`src/hw/rtl/rusi_isqrt.sv`:
```
// ----------------------------------------------------------------------------
// rusi_isqrt: pipelined integer square root
// Floor square root, one result bit per register stage, tag carried along.
// ----------------------------------------------------------------------------
module rusi_isqrt #(
	parameter int XW = 64,
	parameter int TW = 1
) (
	input  logic          clk,
	input  logic          arst_n,
	input  logic          en,
	input  logic          in_valid,
	input  logic [XW-1:0] x_in,
	input  logic [TW-1:0] tag_in,
	output logic          out_valid,
	output logic [XW/2-1:0] root_out,
	output logic [TW-1:0] tag_out
);
	localparam int RW  = XW / 2;
	localparam int RMW = RW + 3;

	logic [XW-1:0]  x_s    [1:RW];
	logic [RMW-1:0] rem_s  [1:RW];
	logic [RW-1:0]  root_s [1:RW];
	logic [TW-1:0]  tag_s  [1:RW];
	logic           vld_s  [1:RW];

	for (genvar k = 0; k < RW; k++) begin : g_step
		logic [XW-1:0]  x_src;
		logic [RMW-1:0] rem_src;
		logic [RW-1:0]  root_src;
		logic [TW-1:0]  tag_src;
		logic           vld_src;
		logic [RMW-1:0] cur;
		logic [RMW-1:0] trial;
		logic           take;

		if (k == 0) begin : g_first
			assign x_src    = x_in;
			assign rem_src  = '0;
			assign root_src = '0;
			assign tag_src  = tag_in;
			assign vld_src  = in_valid;
		end else begin : g_next
			assign x_src    = x_s[k];
			assign rem_src  = rem_s[k];
			assign root_src = root_s[k];
			assign tag_src  = tag_s[k];
			assign vld_src  = vld_s[k];
		end

		// bring down the next bit pair, try 4*root+1
		assign cur   = {rem_src[RMW-3:0], x_src[XW-1-2*k -: 2]};
		assign trial = {1'b0, root_src, 2'b01};
		assign take  = (cur >= trial);

		always_ff @(posedge clk or negedge arst_n) begin
			if (!arst_n) begin
				vld_s[k+1] <= 1'b0;
			end else if (en) begin
				vld_s[k+1] <= vld_src;
			end
		end

		always_ff @(posedge clk) begin
			if (en) begin
				x_s[k+1]    <= x_src;
				rem_s[k+1]  <= take ? (cur - trial) : cur;
				root_s[k+1] <= {root_src[RW-2:0], take};
				tag_s[k+1]  <= tag_src;
			end
		end
	end

	assign out_valid = vld_s[RW];
	assign root_out  = root_s[RW];
	assign tag_out   = tag_s[RW];

endmodule

```
`config.mk`:
```
export PLATFORM = sky130hd
export DESIGN_NAME = rusi_isqrt
export DESIGN_NICKNAME = d
export VERILOG_FILES = /design/src/hw/rtl/rusi_isqrt.sv
export SDC_FILE = /design/constraint.sdc
export NUM_CORES = 2
export LEC_CHECK = 0
export BUFFER_PORTS_ARGS = -buffer_cell sky130_fd_sc_hd__buf_2
export CELL_PAD_IN_SITES_DETAIL_PLACEMENT = 1
export CELL_PAD_IN_SITES_GLOBAL_PLACEMENT = 2
export CORE_MARGIN = 2
export CORE_UTILIZATION = 40
export CTS_CLUSTER_SIZE = 20
export DETAILED_ROUTE_END_ITERATION = 10
export HOLD_SLACK_MARGIN = 0.02
export PLACE_DENSITY = 0.73
export SETUP_SLACK_MARGIN = 0.3
export SLEW_MARGIN = 40
export SYNTH_ARGS = -nofsm -noshare
export SYNTH_HDL_FRONTEND = slang
export SYNTH_MEMORY_MAX_BITS = 65536
export SYNTH_SLANG_ARGS = --single-unit
```
`constraint.sdc`:
```
create_clock -name clk -period 6.7 [get_ports clk]
set_clock_uncertainty 0.15 [all_clocks]
set_input_delay 0.67 -clock clk [delete_from_list [all_inputs] [get_ports clk]]
set_output_delay 0.67 -clock clk [all_outputs]
set_load 0.005 [all_outputs]
```
Yosys cells after proc, flatten, opt, wreduce, memory -nomap -nowiden
Memories as Yosys holds them, arrays and structs flattened.
Index checks and enable logic that the tools add are counted.
{"block": "classes", "add_sub_neg": 32, "n_lt_le_gt_ge": 32, "mux": 34}
{"op": "$mux 35", "n": 32}
{"op": "$ge 35x34->1", "n": 31}
{"op": "$sub 35x34->35", "n": 31}
{"op": "$sub 2x1->3 const B", "n": 1}
{"op": "$ge 2x1->1 const B", "n": 1}
{"op": "$mux 1", "n": 2}
{"block": "totals", "reg_bits": 32, "mem_bits_rw": 4224, "in_bits": 69, "out_inout_bits": 34, "word_cells": 134, "mem_count": 4}
{"name": "x_s", "words": 32, "word_bits": 64, "rd": 31, "rd_clocked_by_memory_dff": 0, "write_ports": 32, "line": "22", "text": "logic [XW-1:0] x_s [1:RW];"}
{"name": "rem_s", "words": 32, "word_bits": 35, "rd": 31, "rd_clocked_by_memory_dff": 0, "write_ports": 32, "line": "23", "text": "logic [RMW-1:0] rem_s [1:RW];"}
{"name": "root_s", "words": 32, "word_bits": 32, "rd": 32, "rd_clocked_by_memory_dff": 0, "write_ports": 32, "line": "24", "text": "logic [RW-1:0] root_s [1:RW];"}
{"name": "tag_s", "words": 32, "word_bits": 1, "rd": 32, "rd_clocked_by_memory_dff": 0, "write_ports": 32, "line": "25", "text": "logic [TW-1:0] tag_s [1:RW];"}

Logic depth before layout (Yosys ltp)
An unclocked memory read counts as a cell.
{"block": "depth", "word_depth": 3, "mapped_depth": 14, "mapped_depth_nobuf": 13}

Least setup slack after synthesis
OpenSTA, ideal clock, no wires.
{"block": "synth_path", "kind": "register to register", "from": "reg rem_s[0][770] (netlist name)", "to": "reg rem_s[0][834] (netlist name)", "setup_ns": 0.258, "arrival_time_ns": 3.211, "t_required_ns": 6.292, "setup_slack_ns": 3.081, "stages_incl_launch_ff": 11, "n_path_buf": 0, "synth_period_minus_slack_ns": 3.619, "cell_sequence": "edfxtp_1 ha_1 o21a_1 o21ai_0 a32oi_1 a2111oi_0 o41ai_1 and3_1 a21oi_1 or4b_2 xnor2_1"}

==> results.yml <==
run_status:
  status: "completed"
run:
  cap_viol_max_count: 0
power:
  power_density_mw_per_mm2: 352
  switching_share_pct: 29.1
  p_clk_share_pct: 33.6
  pwr-share-comb_pct: 20.4
  seqPwrFrac_pct: 46.0
  p_leak_nw: 51.0
  switchingPower_w: 0.0138
  ir_worst_vdd_mv: 0.248
  p_int_w: 0.0336
cts:
  cts_buffers: 295
  root_buffer: "clkbuf_16"
  cts_max_path_buffers: 4
  path_clk_slew_ns: 0.06
  htreeDepth: 5
  cts_sinks: 2558
  cts_tree: "done"
  clock_latency_ns: 0.89
  cts_setup_buffers: 0
synth:
  synth.ff_latch_count: 2558
  syn_avg_cell_area_um2: 12.9
  netlist_area_mm2: 0.119
  seq_area_frac_synth_pct: 64.6
  synth_area_leader_cell: "edfxtp_1"
  syn_inst: 9173
  async_flop_share_pct: 1.25
  syn_nets: 9803
  synth_edf_count: 2526
  yosysWarnings: 0
  synth_cell_type_count: 94
  synth_top_area_share_pct: 63.9
  synth_top_cells_by_area: "edfxtp_1 64%, ha_1 5.9%, xor2_1 3.2%, xnor2_1 2.7%, o21ai_0 2.4%"
  synth_flop_cell: "edfxtp_1"
global_route:
  grtUsageTotal_pct: 17.7
  grt.overflow.total: 0
  grt_max_degree: 153
  grt_pass1_wl_mm: 426
  grt_pass1_vias: 75300
  antenna_found_initial: 2
floorplanning:
  initial_core_util_pct: 40.1
  io_pins: 103
  fp.dieW_um: 549
  dieArea_mm2: 0.301
  core_area_mm2: 0.296
  std_cell_rows: 200
  die_h_um: 549
timing:
  layout_setup_ws_ns: 2.30
  relSlewSlack_pct: 35.4
  tightest_slew_ns: 0.956
  period_needed_ns: 4.40
  final.period_utilization_pct: 65.7
  setup_viol: 0
  max_clock_freq_mhz: 227
  fin_setup_tns_ns: 0
  maxSlewViolCount: 0
  finalHoldViolations: 0
  rsz0062_at_grt: "no"
detailed_routing:
  vias: 71600
  drcViolationCount: 0
  drtIter0Drc: 4119
  routed_wl_mm: 269
  first_pass_iters: 5
  viasPerCell: 5.22
  ant_nets: 0
  wl_per_cell_um: 19.6
worst_setup_path:
  critPathMaxFanout: 29
  cp-end-kind: "flip-flop"
  crit_required_ns: 7.25
  crit_type: "flip-flop to flip-flop"
  setup.worst_path.start_class: "flip-flop"
  cp.arrival_ns: 4.95
worst_hold_path:
  hp-class: "primary input to asynchronous set/reset pin"
placement:
  dpl.hpwl_mm: 196
  gp_congestion: 0.837
  port_buffers: 102
  dpl_worst_slack_ns: 2.18
cells_and_area:
  nNetsFinal: 10200
  final-seq-area_mm2: 0.0767
  fillers: 30100
  area_growth_pct: 13.5
  multi_input_area_mm2: 0.0388
  drive_gt1_share_pct: 8.41
-- layer usage --
metal | GRT usage, % | vias to the layer above | share of wire, % | routed length [um]
met5 | 0 | - | 0 | 0
met4 | 4.63 | 0 | 2.4 | 6560
met3 | 2.35 | 372 | 2.8 | 7600
met2 | 31.9 | 797 | 51 | 137000
met1 | 22.4 | 35700 | 44 | 118000
li1 | - | 34800 | - | -
-- registers in the layout, indices dropped and copies added, names as in the netlist --
register / flops
rem_s: 974
root_s: 528
tag_s: 32
x_s: 992
g_step.vld_src: 31
out_valid: 1
-- final timing paths --
kind / slack (ns) / from / end / depth (start not counted)
setup / recovery: 2.30 / root_s[0][704] / rem_s[0][806] / 11
min in group clk: 0.22 / x_s[0][645] / x_s[0][709] / 0
hold reg to reg: 0.22 / x_s[0][645] / x_s[0][709] / 0
max in group asynchronous: 5.75 / arst_n / g_step[4].vld_src / 2
setup reg to reg: 2.30 / root_s[0][704] / rem_s[0][806] / 11
hold / removal: 0.20 / arst_n / g_step[27].vld_src / 2
-- worst max-delay path, cell delays in order (launching register included) --
cell	delay [ns]
edfxtp_1	0.43
inv_1	0.09
ha_1	0.27
o21a_1	0.13
o21ai_0	0.28
a32oi_1	0.30
a2111oi_0	0.79
o41ai_2	0.24
and3_1	0.28
a21oi_4	0.59
buf_4	0.40
mux2i_1	0.25
-- cells in the final DEF (no fill, tap or decap), drive strengths merged, types with 101 or more instances in the layout --
cell	netlist	routed
clkbuf	158	340
a21o	248	248
nand2b	115	115
o21a	101	101
nor2	489	489
nor3	237	237
edfxtp	2526	2526
clkinv	1	126
nand3	135	135
ha	561	561
inv	710	727
xor2	430	430
nor4	103	103
buf	24	177
o21ai	580	580
nand2	690	690
a21oi	518	518
xnor2	372	372
-- synthesized netlist by cell type, drive strengths merged, types with 25 or more instances --
| master | instances |
|---|---|
| inv | 710 |
| a211oi | 53 |
| and2 | 26 |
| nand2b | 115 |
| edfxtp | 2526 |
| and3 | 67 |
| dfrtp | 32 |
| or4 | 78 |
| xnor2 | 372 |
| clkbuf | 158 |
| mux2 | 86 |
| nor2b | 77 |
| o31ai | 59 |
| o21ai | 580 |
| ha | 561 |
| or3 | 99 |
| a21o | 248 |
| a21oi | 518 |
| xor2 | 430 |
| nand2 | 690 |
| or2 | 49 |
| nand3 | 135 |
| a31oi | 48 |
| nor3 | 237 |
| a21boi | 25 |
| nor4 | 103 |
| nor2 | 489 |
| nand4 | 90 |
| o211ai | 34 |
| o21bai | 55 |
| o21a | 101 |
-- power by group through the flow --
stage | Combinational [W] | Clock [W] | Sequential, W
after floorplan | 0.00702 | 0 | 0.0214
after global placement | 0.00937 | 0 | 0.0222
after detailed placement | 0.00963 | 0 | 0.0222
after CTS | 0.00974 | 0.0165 | 0.0219
after global routing | 0.0109 | 0.0170 | 0.0221
final | 0.00967 | 0.0159 | 0.0218
-- through the flow --
stage               instances  hold slack, ns  total power, W  cell area, um^2  utilization [%]
finish                  13700           0.201          0.0474           135000             45.5
global route            13700           0.220          0.0500           135000             45.5
CTS                     13700           0.146          0.0481           135000             45.5
detailed placement      13100           0.255          0.0318           124000             42.0
global placement        13100           0.250          0.0316           124000             42.0
floorplan                9173           0.224          0.0284           119000                -
-- what timing repair did --
item | CTS | global route
hold buffers | 69 | 0
resized for setup | 0 | 0
hold endpoints to repair | 106 | 0
-- cell type report --
cell class                 instances  share of cell area [%]
antenna                            2                 0.00372
clock buffer                     340                    5.68
clock inverter                   189                    1.43
inverter                         711                    1.98
multi-input combinational       5722                    28.8
sequential                      2558                    56.9
tap                             3939                    3.66
timing repair buffer             246                    1.54
-- cells by family (layout without fill, tap and decap cells) --
family / Yosys count / after routing / share of synthesized area, %
buffers and inverters: 893 / 1486 / 2.85
flip-flops: 2558 / 2558 / 64.6
AND/OR/NAND/NOR: 2350 / 2350 / 9.85
AO/OA/AOI/OAI: 1912 / 1912 / 9.99
adder cells (fa/ha/maj): 561 / 561 / 5.91
XOR/XNOR: 802 / 802 / 5.92
multiplexers: 96 / 96 / 0.900
other: 1 / 3 / 0.00316
Note: power is estimated with default switching activity, not from simulation.
